File: src/rtl/core/ipr_pkg.sv
// Shared types and constants for the icon plane run-length decoder.
package ipr_pkg;

  // Plane size limits and field widths.
  localparam int MAX_PLANE_BYTES = 4096;
  localparam int PLANE_W         = 13;
  localparam int PLANE_SUM_W     = PLANE_W + 1;
  localparam int BYTE_W          = 8;
  localparam int PLANE_IDX_W     = 2;
  localparam int CFG_DATA_W      = 13;
  localparam int CFG_IDX_W       = 1;

  // Control byte decoding.
  localparam logic [BYTE_W-1:0] LITERAL_MAX  = 8'h7f;
  localparam logic [BYTE_W-1:0] REPEAT_BIAS  = 8'd125;

  // Register reset values.
  localparam logic [PLANE_W-1:0]     PLANE_BYTES_RST = 13'd1024;
  localparam logic [PLANE_IDX_W-1:0] PLANE_COUNT_RST = 2'd3;

  // Result queue depth.
  localparam int QUEUE_DEPTH = 4;
  localparam int QPTR_W      = $clog2(QUEUE_DEPTH);
  localparam int QCNT_W      = $clog2(QUEUE_DEPTH + 1);

  // Configuration register indexes.
  typedef enum logic [CFG_IDX_W-1:0] {
    CFG_PLANE_BYTES = 1'b0,
    CFG_PLANE_COUNT = 1'b1
  } cfg_reg_t;

  // Decoder phase.
  typedef enum logic [1:0] {
    PH_CTRL = 2'd0,
    PH_LIT  = 2'd1,
    PH_REP  = 2'd2,
    PH_SKIP = 2'd3
  } phase_t;

  // One decoded result item.
  typedef struct packed {
    logic [BYTE_W-1:0]      pixel_value;
    logic [BYTE_W-1:0]      run_length;
    logic [PLANE_IDX_W-1:0] plane_index;
    logic                   plane_done;
    logic                   icon_done;
    logic                   overrun;
  } result_t;

endpackage

File: src/rtl/core/ipr_front.sv
// Front end: classifies compressed bytes, tracks runs and plane fill, forms results.
module ipr_front
  import ipr_pkg::*;
(
  input  logic                  clk,
  input  logic                  rst_n,
  input  logic                  cfg_we,
  input  logic [CFG_IDX_W-1:0]  cfg_index,
  input  logic [CFG_DATA_W-1:0] cfg_data,
  input  logic                  accept,
  input  logic [BYTE_W-1:0]     code_byte,
  output logic                  res_valid,
  output result_t               res
);

  phase_t                 phase_r, phase_nxt;
  logic [BYTE_W-1:0]      lit_left_r, lit_left_nxt;
  logic [BYTE_W-1:0]      rep_cnt_r, rep_cnt_nxt;
  logic [PLANE_W-1:0]     filled_r, filled_nxt;
  logic [PLANE_IDX_W-1:0] plane_r, plane_nxt;
  logic [PLANE_W-1:0]     plane_bytes_r, plane_bytes_nxt;
  logic [PLANE_IDX_W-1:0] plane_count_r, plane_count_nxt;

  logic [PLANE_W-1:0]     size;
  logic [PLANE_IDX_W-1:0] planes;
  logic [PLANE_W-1:0]     space;
  logic [PLANE_W-1:0]     rep_len;
  logic                   rep_clip;
  logic [PLANE_W-1:0]     add_len;
  logic [PLANE_SUM_W-1:0] fill_sum;
  logic                   pdone;
  logic                   last_plane;
  logic [BYTE_W-1:0]      lit_dec;
  logic [PLANE_W-1:0]     filled_upd;
  logic [PLANE_IDX_W-1:0] plane_upd;

  // Effective plane size and plane count, with out-of-range values folded in.
  always_comb begin
    if (plane_bytes_r == '0) begin
      size = PLANE_W'(1);
    end else if (plane_bytes_r > PLANE_W'(MAX_PLANE_BYTES)) begin
      size = PLANE_W'(MAX_PLANE_BYTES);
    end else begin
      size = plane_bytes_r;
    end
    planes = (plane_count_r == '0) ? PLANE_IDX_W'(1) : plane_count_r;
  end

  // Repeat clipping against the space left in the plane, and the fill update.
  always_comb begin
    space      = size - filled_r;
    rep_clip   = {{(PLANE_W-BYTE_W){1'b0}}, rep_cnt_r} > space;
    rep_len    = rep_clip ? space : {{(PLANE_W-BYTE_W){1'b0}}, rep_cnt_r};
    add_len    = (phase_r == PH_LIT) ? PLANE_W'(1) : rep_len;
    fill_sum   = {1'b0, filled_r} + {1'b0, add_len};
    pdone      = fill_sum >= {1'b0, size};
    last_plane = ({1'b0, plane_r} + 3'd1) >= {1'b0, planes};
    lit_dec    = (lit_left_r != '0) ? lit_left_r - 8'd1 : '0;
    filled_upd = pdone ? '0 : fill_sum[PLANE_W-1:0];
    if (!pdone) begin
      plane_upd = plane_r;
    end else if (last_plane) begin
      plane_upd = '0;
    end else begin
      plane_upd = plane_r + 2'd1;
    end
  end

  // Next state and result for the accepted item.
  always_comb begin
    phase_nxt       = phase_r;
    lit_left_nxt    = lit_left_r;
    rep_cnt_nxt     = rep_cnt_r;
    filled_nxt      = filled_r;
    plane_nxt       = plane_r;
    plane_bytes_nxt = plane_bytes_r;
    plane_count_nxt = plane_count_r;
    res_valid       = 1'b0;
    res.pixel_value = code_byte;
    res.run_length  = 8'd1;
    res.plane_index = plane_r;
    res.plane_done  = pdone;
    res.icon_done   = pdone && last_plane;
    res.overrun     = 1'b0;

    if (accept) begin
      unique case (phase_r)
        PH_CTRL: begin
          if (code_byte <= LITERAL_MAX) begin
            lit_left_nxt = code_byte + 8'd1;
            phase_nxt    = PH_LIT;
          end else begin
            rep_cnt_nxt = code_byte - REPEAT_BIAS;
            phase_nxt   = PH_REP;
          end
        end
        PH_SKIP: begin
          lit_left_nxt = lit_dec;
          if (lit_dec == '0) begin
            phase_nxt = PH_CTRL;
          end
        end
        PH_LIT: begin
          res_valid    = 1'b1;
          lit_left_nxt = lit_dec;
          filled_nxt   = filled_upd;
          plane_nxt    = plane_upd;
          if (lit_dec == '0) begin
            phase_nxt = PH_CTRL;
          end else if (pdone) begin
            res.overrun = 1'b1;
            phase_nxt   = PH_SKIP;
          end
        end
        PH_REP: begin
          res_valid      = 1'b1;
          res.run_length = rep_len[BYTE_W-1:0];
          res.overrun    = rep_clip;
          filled_nxt     = filled_upd;
          plane_nxt      = plane_upd;
          rep_cnt_nxt    = '0;
          phase_nxt      = PH_CTRL;
        end
        default: begin
          phase_nxt = PH_CTRL;
        end
      endcase
    end

    // A register write also restarts decoding.
    if (cfg_we) begin
      unique case (cfg_reg_t'(cfg_index))
        CFG_PLANE_BYTES: plane_bytes_nxt = cfg_data[PLANE_W-1:0];
        CFG_PLANE_COUNT: plane_count_nxt = cfg_data[PLANE_IDX_W-1:0];
        default: ;
      endcase
      phase_nxt    = PH_CTRL;
      lit_left_nxt = '0;
      rep_cnt_nxt  = '0;
      filled_nxt   = '0;
      plane_nxt    = '0;
    end
  end

  // State registers.
  always_ff @(posedge clk) begin
    if (!rst_n) begin
      phase_r       <= PH_CTRL;
      lit_left_r    <= '0;
      rep_cnt_r     <= '0;
      filled_r      <= '0;
      plane_r       <= '0;
      plane_bytes_r <= PLANE_BYTES_RST;
      plane_count_r <= PLANE_COUNT_RST;
    end else begin
      phase_r       <= phase_nxt;
      lit_left_r    <= lit_left_nxt;
      rep_cnt_r     <= rep_cnt_nxt;
      filled_r      <= filled_nxt;
      plane_r       <= plane_nxt;
      plane_bytes_r <= plane_bytes_nxt;
      plane_count_r <= plane_count_nxt;
    end
  end

endmodule

File: src/rtl/core/ipr_queue.sv
// Back end: short result queue that decouples the decoder from the consumer.
module ipr_queue
  import ipr_pkg::*;
(
  input  logic    clk,
  input  logic    rst_n,
  input  logic    wr_en,
  input  result_t wr_data,
  input  logic    rd_en,
  output logic    full,
  output logic    empty,
  output result_t rd_data
);

  result_t             entries [QUEUE_DEPTH];
  logic [QPTR_W-1:0]   wr_ptr_r, wr_ptr_nxt;
  logic [QPTR_W-1:0]   rd_ptr_r, rd_ptr_nxt;
  logic [QCNT_W-1:0]   count_r, count_nxt;
  logic                do_wr;
  logic                do_rd;

  // Status flags and handshake qualification.
  always_comb begin
    full  = count_r == QCNT_W'(QUEUE_DEPTH);
    empty = count_r == '0;
    do_wr = wr_en && !full;
    do_rd = rd_en && !empty;
  end

  // Pointer and occupancy update.
  always_comb begin
    wr_ptr_nxt = do_wr ? wr_ptr_r + QPTR_W'(1) : wr_ptr_r;
    rd_ptr_nxt = do_rd ? rd_ptr_r + QPTR_W'(1) : rd_ptr_r;
    count_nxt  = count_r;
    if (do_wr && !do_rd) begin
      count_nxt = count_r + QCNT_W'(1);
    end else if (do_rd && !do_wr) begin
      count_nxt = count_r - QCNT_W'(1);
    end
  end

  always_ff @(posedge clk) begin
    if (!rst_n) begin
      wr_ptr_r <= '0;
      rd_ptr_r <= '0;
      count_r  <= '0;
    end else begin
      wr_ptr_r <= wr_ptr_nxt;
      rd_ptr_r <= rd_ptr_nxt;
      count_r  <= count_nxt;
    end
  end

  // Storage for waiting items.
  always_ff @(posedge clk) begin
    if (do_wr) begin
      entries[wr_ptr_r] <= wr_data;
    end
  end

  assign rd_data = entries[rd_ptr_r];

endmodule

File: src/rtl/core/icon_plane_rle_decoder_core.sv
// Icon plane run-length decoder: one compressed byte per cycle, results through a queue.
// Results enter the queue as their bytes are accepted; the oldest one drives the ports.
// The decoder takes one byte per cycle; decode and plane accounting are combinational.
// Input stalls only while the four-entry result queue is full.
// Reset (synchronous, rst_n low) empties the queue, restores plane_bytes 1024 and
// plane_count 3, and sets the decoder to expect a control byte.
module icon_plane_rle_decoder_core
  import ipr_pkg::*;
(
  input  logic                   clk,
  input  logic                   rst_n,
  input  logic                   cfg_we,
  input  logic [CFG_IDX_W-1:0]   cfg_index,
  input  logic [CFG_DATA_W-1:0]  cfg_data,
  input  logic                   push,
  output logic                   full,
  input  logic [BYTE_W-1:0]      in_code_byte,
  output logic                   empty,
  input  logic                   pop,
  output logic [BYTE_W-1:0]      out_pixel_value,
  output logic [BYTE_W-1:0]      out_run_length,
  output logic [PLANE_IDX_W-1:0] out_plane_index,
  output logic                   out_plane_done,
  output logic                   out_icon_done,
  output logic                   out_overrun
);

  logic    accept;
  logic    res_valid;
  result_t res;
  result_t head;

  // An input item is taken whenever the queue has room.
  assign accept = push && !full;

  ipr_front u_front (
    .clk       (clk),
    .rst_n     (rst_n),
    .cfg_we    (cfg_we),
    .cfg_index (cfg_index),
    .cfg_data  (cfg_data),
    .accept    (accept),
    .code_byte (in_code_byte),
    .res_valid (res_valid),
    .res       (res)
  );

  ipr_queue u_queue (
    .clk     (clk),
    .rst_n   (rst_n),
    .wr_en   (res_valid),
    .wr_data (res),
    .rd_en   (pop),
    .full    (full),
    .empty   (empty),
    .rd_data (head)
  );

  // Oldest waiting result onto the output ports.
  assign out_pixel_value = head.pixel_value;
  assign out_run_length  = head.run_length;
  assign out_plane_index = head.plane_index;
  assign out_plane_done  = head.plane_done;
  assign out_icon_done   = head.icon_done;
  assign out_overrun     = head.overrun;

endmodule

File: config.mk
export PLATFORM = sky130hd
export DESIGN_NAME = icon_plane_rle_decoder_core
export DESIGN_NICKNAME = d
export VERILOG_FILES = /design/src/rtl/core/ipr_pkg.sv /design/src/rtl/core/ipr_front.sv /design/src/rtl/core/ipr_queue.sv /design/src/rtl/core/icon_plane_rle_decoder_core.sv
export SDC_FILE = /design/constraint.sdc
export NUM_CORES = 1
export LEC_CHECK = 0
export ABC_AREA = 1
export BUFFER_PORTS_ARGS = -buffer_cell sky130_fd_sc_hd__buf_2
export CAP_MARGIN = 5
export CORE_MARGIN = 8
export CORE_UTILIZATION = 55
export CTS_CLUSTER_SIZE = 24
export DETAILED_ROUTE_END_ITERATION = 10
export PLACE_DENSITY = 0.75
export REMOVE_ABC_BUFFERS = 1
export SYNTH_ARGS = -nofsm -noshare
export SYNTH_HDL_FRONTEND = slang
export SYNTH_SLANG_ARGS = --single-unit
File: constraint.sdc
create_clock -name clk -period 9.7 [get_ports clk]
set_clock_uncertainty 0.05 [all_clocks]
set_input_delay 0.97 -clock clk [delete_from_list [all_inputs] [get_ports clk]]
set_output_delay 0.97 -clock clk [all_outputs]
set_load 0.05 [all_outputs]
# Word level (Yosys, flattened, before mapping)
# Memory sizes are Yosys's and may differ from the RTL's. A register that Yosys moved wholly into a read port is not among the register bits.
# Index checks and enable logic that the tools add are counted.
dict set report totals {
  register_bits 55
  latch_bits 0
  mem_bits_rw 84
  romBits 0
  input_bits 27
  n_memories 1
}
dict set report classes {
  add_sub_neg 11
  multipliers 0
  div_mod_pow 0
  magnitude_cmp 5
  eq_ne 8
  shift 0
  mux 31
  n_bitwise 2
  reduce_logical 29
}
# name words width rd rd_ports_with_merged_regs wr line_no
set mem_list {}
lappend mem_list {u_queue.entries 4 21 1 1 1 ipr_queue.sv:15} ;# result_t entries [QUEUE_DEPTH];
# operator n
set op_table {}
lappend op_table {{2-to-1 mux 13 bit} 5}
lappend op_table {{2-to-1 mux 8 bit} 5}
lappend op_table {{one-hot mux 8 bit (2 select lines)} 2}
lappend op_table {{2-to-1 mux 2 bit} 8}
lappend op_table {{adder 13 x 13 -> 14 bit} 1}
lappend op_table {{greater-or-equal comparator 14 x 13 -> 1 bit} 1}
lappend op_table {{> comparator 13 bit (second input constant)} 1}
lappend op_table {{> comparator 8 x 13 -> 1 bit} 1}
lappend op_table {{zero test 13 bit} 1}
lappend op_table {{subtractor 13 bit} 1}
lappend op_table {{AND reduction 3 bit} 4}
lappend op_table {{adder 8 x 1 -> 8 bit (second input constant)} 1}
lappend op_table {{<= comparator 8 x 7 -> 1 bit (second input constant)} 1}
lappend op_table {{zero test 8 bit} 1}
lappend op_table {{one-hot mux 2 bit (4 select lines)} 1}
lappend op_table {{nonzero test 8 bit} 1}
lappend op_table {{subtractor 8 x 1 -> 8 bit (second input constant)} 1}
lappend op_table {{subtractor 8 x 7 -> 8 bit (second input constant)} 1}
lappend op_table {{2-to-1 mux 1 bit} 7}
lappend op_table {{adder 2 x 1 -> 2 bit (second input constant)} 3}
lappend op_table {{logical AND 1 bit} 6}
lappend op_table {{2-to-1 mux 3 bit} 2}
lappend op_table {{AND reduction 2 bit} 3}
lappend op_table {{nonzero test 2 bit} 3}
lappend op_table {{other kinds (16)} 25}

# Logic depth before layout (Yosys ltp)
# Gate-level depths: netlist of the first run.
dict set report depth {
  ltp_word 13
  ltp_mapped 47
  mapped_depth_nobuf 47
}

# Cells and area by module
# Synthesis of the first run repeated with hierarchy kept, for this count alone.
dict set report unflattened {
  hier_cells 1003
  hier_area_um2 8446.9
}
# module n_inst cells_each area_each_um2 seq_area_each_um2
set modules_own_cells {}
lappend modules_own_cells {ipr_front 1 727 4747.1 960.9}
lappend modules_own_cells {ipr_queue 1 274 3689.8 2702.6}
lappend modules_own_cells {icon_plane_rle_decoder_core 1 2 10.0 0.0}

# Worst setup path after synthesis of the first run
# No wires, ideal clock.
dict set report synth_path {
  kind {register -> register}
  from {register u_front.plane_bytes_r[2]}
  to {memory u_queue.entries[0][0] (netlist name) (data pin)}
  arrival_ns 5.866
  required_time_ns 9.365
  path_slack_ns 3.498
  stages_incl_launch_ff 47
  path_buffers 1
  path_cell_list {dfxtp_1 -> nor2_1 -> nand2_1 -> nor2_1 -> nand2_2 -> nand2_2 -> buf_6 -> o21ai_0 -> ha_1 -> inv_1 -> ha_1 -> inv_1 -> nand2_1 -> nand3_1 -> nand2_1 -> ha_1 -> nand2_1 -> o21ai_0 -> [11 not listed] -> fa_1 -> a21oi_1 -> o21ai_0 -> nand2_1 -> o211ai_1 -> a31oi_1 -> o21ai_0 -> xnor2_1 -> inv_1 -> ha_1 -> nand3_1 -> nor2_1 -> nor3_1 -> nand3_1 -> nand2_1 -> inv_1 -> nand2_1 -> o21ai_0}
}
# item line_no
set synth_rtl {}
lappend synth_rtl {{start, declared} ipr_front.sv:21} ;# logic [PLANE_W-1:0] plane_bytes_r, plane_bytes_nxt;
lappend synth_rtl {{start signal, assigned} ipr_front.sv:161} ;# plane_bytes_r <= plane_bytes_nxt;
lappend synth_rtl {{end, declared} ipr_queue.sv:15}

==> flow_metrics.tcl, run 1 <==
set metrics [dict create \
    power.density_nw_per_um2 204 \
    ioPinCount 50 \
    r2r_slack_ns 2.16 \
    antenna_found_initial 0 \
    cpMostUsedCell "nand2_1" \
    dr.pass1.iters 5 \
    post_cts_buffers 0 \
    via_per_inst 5.47 \
    r2r-start "u_front.plane_bytes_r[2]" \
    fmax_mhz 133 \
    critPathMaxFanout 13 \
    switchingPower_uw 677 \
    yosysUniqueCellTypes 43 \
    postRouteAntennaNets 0 \
    die_h_microns 137 \
    n_antenna_cell 0 \
    worstPathRequired_ns 9.98 \
    intPower_mw 1.17 \
    cts_tree "yes" \
    utilization_pct 62.5 \
    slowest_delay_ns 0.47 \
    clk_latency_ns 0.42 \
    grt_usage_pct 20.9 \
    endpoint_kind "register" \
    syn2layout_area_growth_pct 12.3 \
    seq_area_frac_synth_pct 45.6 \
    grt_max_degree 44 \
    relSlewSlack_pct 22.1 \
    peakVddDrop_mv 0.119 \
    drt_iter0_drc 617 \
    crit_type "reg2reg" \
    hpwl_mm 13.4 \
    synth_edf_count 84 \
    syn_inst 979 \
    power_frac_seq_pct 37.0 \
    post-route-min-period_ns 7.54 \
    cts_max_level 4 \
    die_x_microns 137 \
    drv_slew 0 \
    routed_wl_mm 18.7 \
    setup_viol 0 \
    switching_share_pct 36.7 \
    wire_per_inst_microns 15.2 \
    clkSinkCount 141 \
    num_vias 6727 \
    final_cell_area_sq_um 9020 \
    start_util_pct 55.7 \
    ys_ff_latch 141 \
    finalCritPeriodShare_pct 77.7 \
    p_leak_nw 3.93 \
    nets 1119 \
    placed_area_sq_um 8470 \
    syn_area_sq_um 8030 \
    final.setup.tns_ns 0 \
    overflow 0 \
    regArea_sq_um 3660 \
    core_area_sq_um 14400 \
    startpoint_type "register" \
    status "finished clean" \
    synthArstFlopShare_pct 0 \
    hold_violations 0 \
    drive_above_1_share_pct 10.6 \
    syn_avg_cell_area_sq_um 8.20 \
    worst_pin_slew_ns 1.17 \
    slowest_stage "nor2_2" \
    worstHoldPathCells 2 \
    hold_end "u_queue.rd_ptr_r[1]" \
    fillCellCount 1250 \
    hp-class "reg2reg" \
    hold_start "u_queue.rd_ptr_r[1]" \
    multi_input_area_sq_um 3800 \
    synthFlopType "edfxtp_1" \
    critPathArrivalTime_ns 7.81 \
    grt_first_pass_wirelength_mm 30.9 \
    rsz0062_at_grt "no" \
    hold_buffers 0 \
    ys_warn_count 0 \
    gp_congestion 0.939 \
    clockPowerShare_pct 32.6 \
    power.share.combinational_pct 30.4 \
    cts_buffer_depth 2 \
    dieArea_sq_um 18700 \
    ctsResizeCount 0 \
    r2r-end "u_front.filled_r[8]" \
    numCtsBuffers 17 \
    port_buffers 49 \
    clockRootBuffer "clkbuf_16" \
    drc 0 \
    cap_violations 0 \
    clkTransAtPathRegs_ns 0.06 \
    fp-row-count 44 \
    r2r_cells 44 \
    grt_pass1_vias 6449 \
]
placed cells by master (no fill, tap or decap), types with 7 or more instances in the layout:
| cell | n |
|---|---|
| clkbuf_16 | 17 |
| nor3_1 | 15 |
| xor2_1 | 17 |
| edfxtp_1 | 84 |
| ha_1 | 57 |
| buf_2 | 49 |
| xnor2_1 | 7 |
| nor2_1 | 140 |
| nand4_1 | 12 |
| dfxtp_1 | 57 |
| a21oi_1 | 65 |
| nand3_1 | 42 |
| o21ai_0 | 93 |
| o22ai_1 | 21 |
| nand2_1 | 156 |
| inv_1 | 130 |
synth_stat cells, types with 3 or more instances:
library cell / instances / area share, %
a31oi_1: 6 / 0.47
dfxtp_1: 57 / 14
xor2_1: 17 / 1.9
inv_1: 130 / 6.1
nand3_1: 42 / 2.6
clkbuf_1: 22 / 1.0
nand2_2: 6 / 0.47
xnor2_1: 7 / 0.76
or2_2: 4 / 0.31
a21oi_1: 65 / 4.1
nor3_1: 15 / 0.93
a211oi_1: 3 / 0.28
o22ai_1: 21 / 1.6
fa_1: 3 / 0.75
o211ai_1: 6 / 0.56
nand2_1: 156 / 7.3
nand4_1: 12 / 0.93
o21ai_0: 93 / 5.8
nor2_1: 144 / 6.7
edfxtp_1: 84 / 31
ha_1: 57 / 8.9
worst max-delay path by stage:
stage,from,endpoint,slack (ns),cells after the start
5_1_grt,u_front.plane_bytes_r[2],u_queue.entries[1][0],1.41,45
3_3_place_gp,u_front.plane_bytes_r[2],u_front.filled_r[0],2.53,44
4_1_cts,u_front.plane_bytes_r[2],u_front.filled_r[8],2.29,44
6_report,u_front.plane_bytes_r[2],u_front.filled_r[8],2.16,44
2_1_floorplan,u_front.plane_bytes_r[2],u_queue.entries[0][0],3.54,45
3_5_place_dp,u_front.plane_bytes_r[2],u_queue.entries[1][0],2.37,45
through the flow:
stage | hold slack, ns | cells | setup slack [ns] | total power [mW]
global placement | 0.406 | 1197 | 2.53 | 1.24
detailed placement | 0.413 | 1197 | 2.37 | 1.25
floorplan | 0.384 | 958 | 3.54 | 1.11
CTS | 0.425 | 1229 | 2.29 | 1.85
finish | 0.420 | 1229 | 2.16 | 1.84
global route | 0.449 | 1229 | 1.41 | 1.94
layer usage:
metal | up-vias | wire [microns] | share of wire [%] | GRT usage (%)
met5 | - | 0 | 0 | 0
met4 | 0 | 378 | 2.0 | 8.15
met3 | 28 | 1070 | 5.7 | 4.30
met2 | 191 | 8750 | 47 | 34.1
met1 | 3104 | 8480 | 45 | 26.7
li1 | 3404 | - | - | -
final cells by class:
type | instances | area share, %
Clock buffer | 18 | 4.76
Clock inverter | 14 | 1.33
Inverter | 130 | 5.41
Multi-Input combinational cell | 687 | 42.1
Sequential cell | 141 | 40.6
Tap cell | 184 | 2.55
Timing Repair Buffer | 55 | 3.22
critical path: cells and delay by family, from the launching register on:
family,cells,cell delay (ns)
xor+xnor,1,0.21
buf+inv,3,0.23
simple gates,25,3.60
flops,1,0.37
compound gates,10,1.57
fa+ha+maj,5,1.39
cells by family (layout without fill, tap and decap cells):
| kind of cell | after synthesis | in the layout | synth area share, % |
|---|---|---|---|
| other | 1 | 5 | 0.0467 |
| xor gates and xnor gates | 24 | 24 | 2.62 |
| buffers and inverters | 155 | 217 | 7.38 |
| DFF | 141 | 141 | 45.6 |
| adders and majority gates | 60 | 60 | 9.63 |
| and+or+nand+nor | 393 | 393 | 20.8 |
| AOI/OAI and AO/OA | 205 | 205 | 13.9 |
state kept, by name, summed over array words and instances (netlist names), named ones only:
signal	flops
u_front.lit_left_r	8
u_front.filled_r	13
u_front.rep_cnt_r	8
u_front.phase_r	2
u_front.plane_r	2
u_queue.wr_ptr_r	2
u_queue.entries	84
u_front.plane_count_r	2
u_queue.count_r	3
u_queue.rd_ptr_r	2
u_front.plane_bytes_r	13
power groups by stage:
stage	registers, mW	logic [mW]	clock network (mW)
final	0.682	0.559	0.601
after global routing	0.687	0.620	0.630
after CTS	0.682	0.560	0.605
after detailed placement	0.695	0.556	0
after global placement	0.694	0.551	0
after floorplan	0.701	0.410	0
Power figures use the tool's default switching activity.
==> run 2, diff against run 1 <==
--- a/config.mk
+++ b/config.mk
@@ -12,7 +12,7 @@
 export CORE_UTILIZATION = 55
 export CTS_CLUSTER_SIZE = 24
 export DETAILED_ROUTE_END_ITERATION = 10
-export PLACE_DENSITY = 0.75
+export PLACE_DENSITY = 0.78
 export REMOVE_ABC_BUFFERS = 1
 export SYNTH_ARGS = -nofsm -noshare
 export SYNTH_HDL_FRONTEND = slang
==> constraint.sdc (replaced) <==
create_clock -name clk -period 6.05 [get_ports clk]
set_clock_uncertainty 0.05 [all_clocks]
set_input_delay 0.605 -clock clk [delete_from_list [all_inputs] [get_ports clk]]
set_output_delay 0.605 -clock clk [all_outputs]
set_load 0.05 [all_outputs]
==> run 2 against run 1 <==
The flow now finishes with violations (negative setup slack); critical path type unchanged; combinational power up 110%; sequential power grew 60%; power is 82% higher; worst hold slack got worse by 0.070 ns; die area is the same; highest routed layer unchanged; largest cell class unchanged; clock power increased by 80%.
==> flow_metrics.tcl, run 2 (synthesis gave the netlist of run 1 again) <==
set metrics [dict create \
    core_area_sq_um 14400 \
    cts_tree "yes" \
    drv_slew 0 \
    p_leak_nw 4.72 \
    numCtsBuffers 17 \
    die_x_microns 137 \
    syn2layout_area_growth_pct 35.4 \
    final_common_cell "buf_4" \
    violations "negative setup slack" \
    grt_max_degree 44 \
    n_antenna_cell 0 \
    drive_above_1_share_pct 31.4 \
    worst_pin_slew_ns 1.25 \
    power_mw 3.34 \
    dieArea_sq_um 18700 \
    final_cell_mix "buf_4 (135), nor2_1 (127), nand2_1 (123)" \
    drc 0 \
    clkSinkCount 141 \
    status "finished, violations left" \
    via_per_inst 6.02 \
    hold_violations 0 \
    hpwl_mm 14.2 \
    cap_violations 0 \
    hp-class "in2reg" \
    whs_ns 0.350 \
    top_register "u_queue.entries" \
    cts_buffer_depth 2 \
    port_buffers 49 \
    crit_type "reg2reg" \
    slowest_stage "ha_1" \
    routed_wl_mm 26.8 \
    nets 1258 \
    clkTransAtPathRegs_ns 0.06 \
    ioPinCount 50 \
    r2r_slack_ns -1.27 \
    rsz0062_at_grt "yes" \
    power.density_nw_per_um2 308 \
    drt_iter0_drc 998 \
    hold_buffers 0 \
    relSlewSlack_pct 16.4 \
    utilization_pct 75.4 \
    grt_pass1_vias 7671 \
    cpMostUsedCell "nand2_4" \
    antenna_found_initial 0 \
    grt_usage_pct 25.5 \
    peakVddDrop_mv 0.188 \
    top_regs "u_queue.entries x84, u_front.filled_r x13, u_front.plane_bytes_r x13" \
    setup_viol 29 \
    endpoint_kind "register" \
    die_h_microns 137 \
    wire_per_inst_microns 19.6 \
    postRouteAntennaNets 0 \
    dr.pass1.iters 7 \
    worstPathRequired_ns 6.31 \
    post-route-min-period_ns 7.32 \
    gp_congestion 0.915 \
    largest_reg_flops 84 \
    start_util_pct 55.7 \
    critPathArrivalTime_ns 7.59 \
    startpoint_type "register" \
    overflow 0 \
    num_vias 8234 \
    critPathMaxFanout 5 \
    clockRootBuffer "clkbuf_16" \
    fp-row-count 44 \
    grt_first_pass_wirelength_mm 37.7 \
    slowest_delay_ns 0.36 \
    finalCritPeriodShare_pct 121 \
    fmax_mhz 137 \
    setup_slack_ns -1.27 \
    path_delay_family "simple AND/OR/NAND/NOR gates" \
    cts_max_level 4 \
    clk_latency_ns 0.42 \
    path_buf_inv 8 \
    fillCellCount 855 \
]
run 2: cell types whose count changed in the layout (fill, tap and decap cells not counted), sizes merged:
cell | before | now
buf | 55 | 194
bufinv | 1 | 3
clkinv | 9 | 4
clkbuf | 18 | 20
clkinvlp | 1 | 2
run 2: path summary, 6_finish.rpt:
check / startpoint / endpoint / cells past startpoint
hold reg to reg: u_queue.rd_ptr_r[1] / u_queue.rd_ptr_r[1] / 2
setup reg to reg: u_front.plane_bytes_r[3] / u_front.phase_r[0] / 47
hold / removal: cfg_data[10] / u_front.plane_bytes_r[10] / 3
setup / recovery: u_front.plane_bytes_r[3] / u_front.phase_r[0] / 47
run 2: tightest hold or removal path, cell delays in order:
cell      delay, ns
buf_2          0.07
nand2_1        0.04
o211ai_1       0.06
run 2: stage by stage:
stage                     setup slack [ns]  cells  instance area [sq um]  setup TNS, ns
final                                -1.27   1368                  10900         -34.72
after global routing                 -1.56   1368                  10900         -43.15
after CTS                           -0.198   1355                  10400          -3.54
after detailed placement            -0.764   1298                   9230         -18.11
after global placement              -0.617   1298                   9230         -14.41
after floorplan                     -0.109    958                   7940          -1.09
run 2: layout make-up:
class / count / area [sq um] / area share (%)
multi-input combinational: 687 / 4500 / 41.4
timing repair buffer: 194 / 1380 / 12.6
clock buffer: 20 / 447 / 4.11
inverter: 130 / 495 / 4.56
clock inverter: 12 / 161 / 1.48
tap: 184 / 230 / 2.12
sequential: 141 / 3670 / 33.7
run 2: routing by layer:
layer / track usage (%) / routed length (microns) / vias to the layer above
li1: - / - / 3683
met1: 30.1 / 9740 / 3780
met2: 43.0 / 13000 / 596
met3: 4.70 / 2330 / 175
met4: 14.5 / 1710 / 0
met5: 0 / 0 / -
run 2: timing repair:
item                                    in CTS  in global routing
pin swaps                                   50                 77
gates cloned                                 1                  0
buffers inserted                            26                 16
gates resized for setup                     96                 87
endpoints found under the setup margin      29                 29
run 2: report_power, final:
group	internal, mW	switching [mW]	total (mW)	leakage [nW]
logic	0.375	0.791	1.17	3.19
registers	1.06	0.0316	1.09	1.24
clock network	0.664	0.420	1.08	0.293
total	2.10	1.24	3.34	4.72
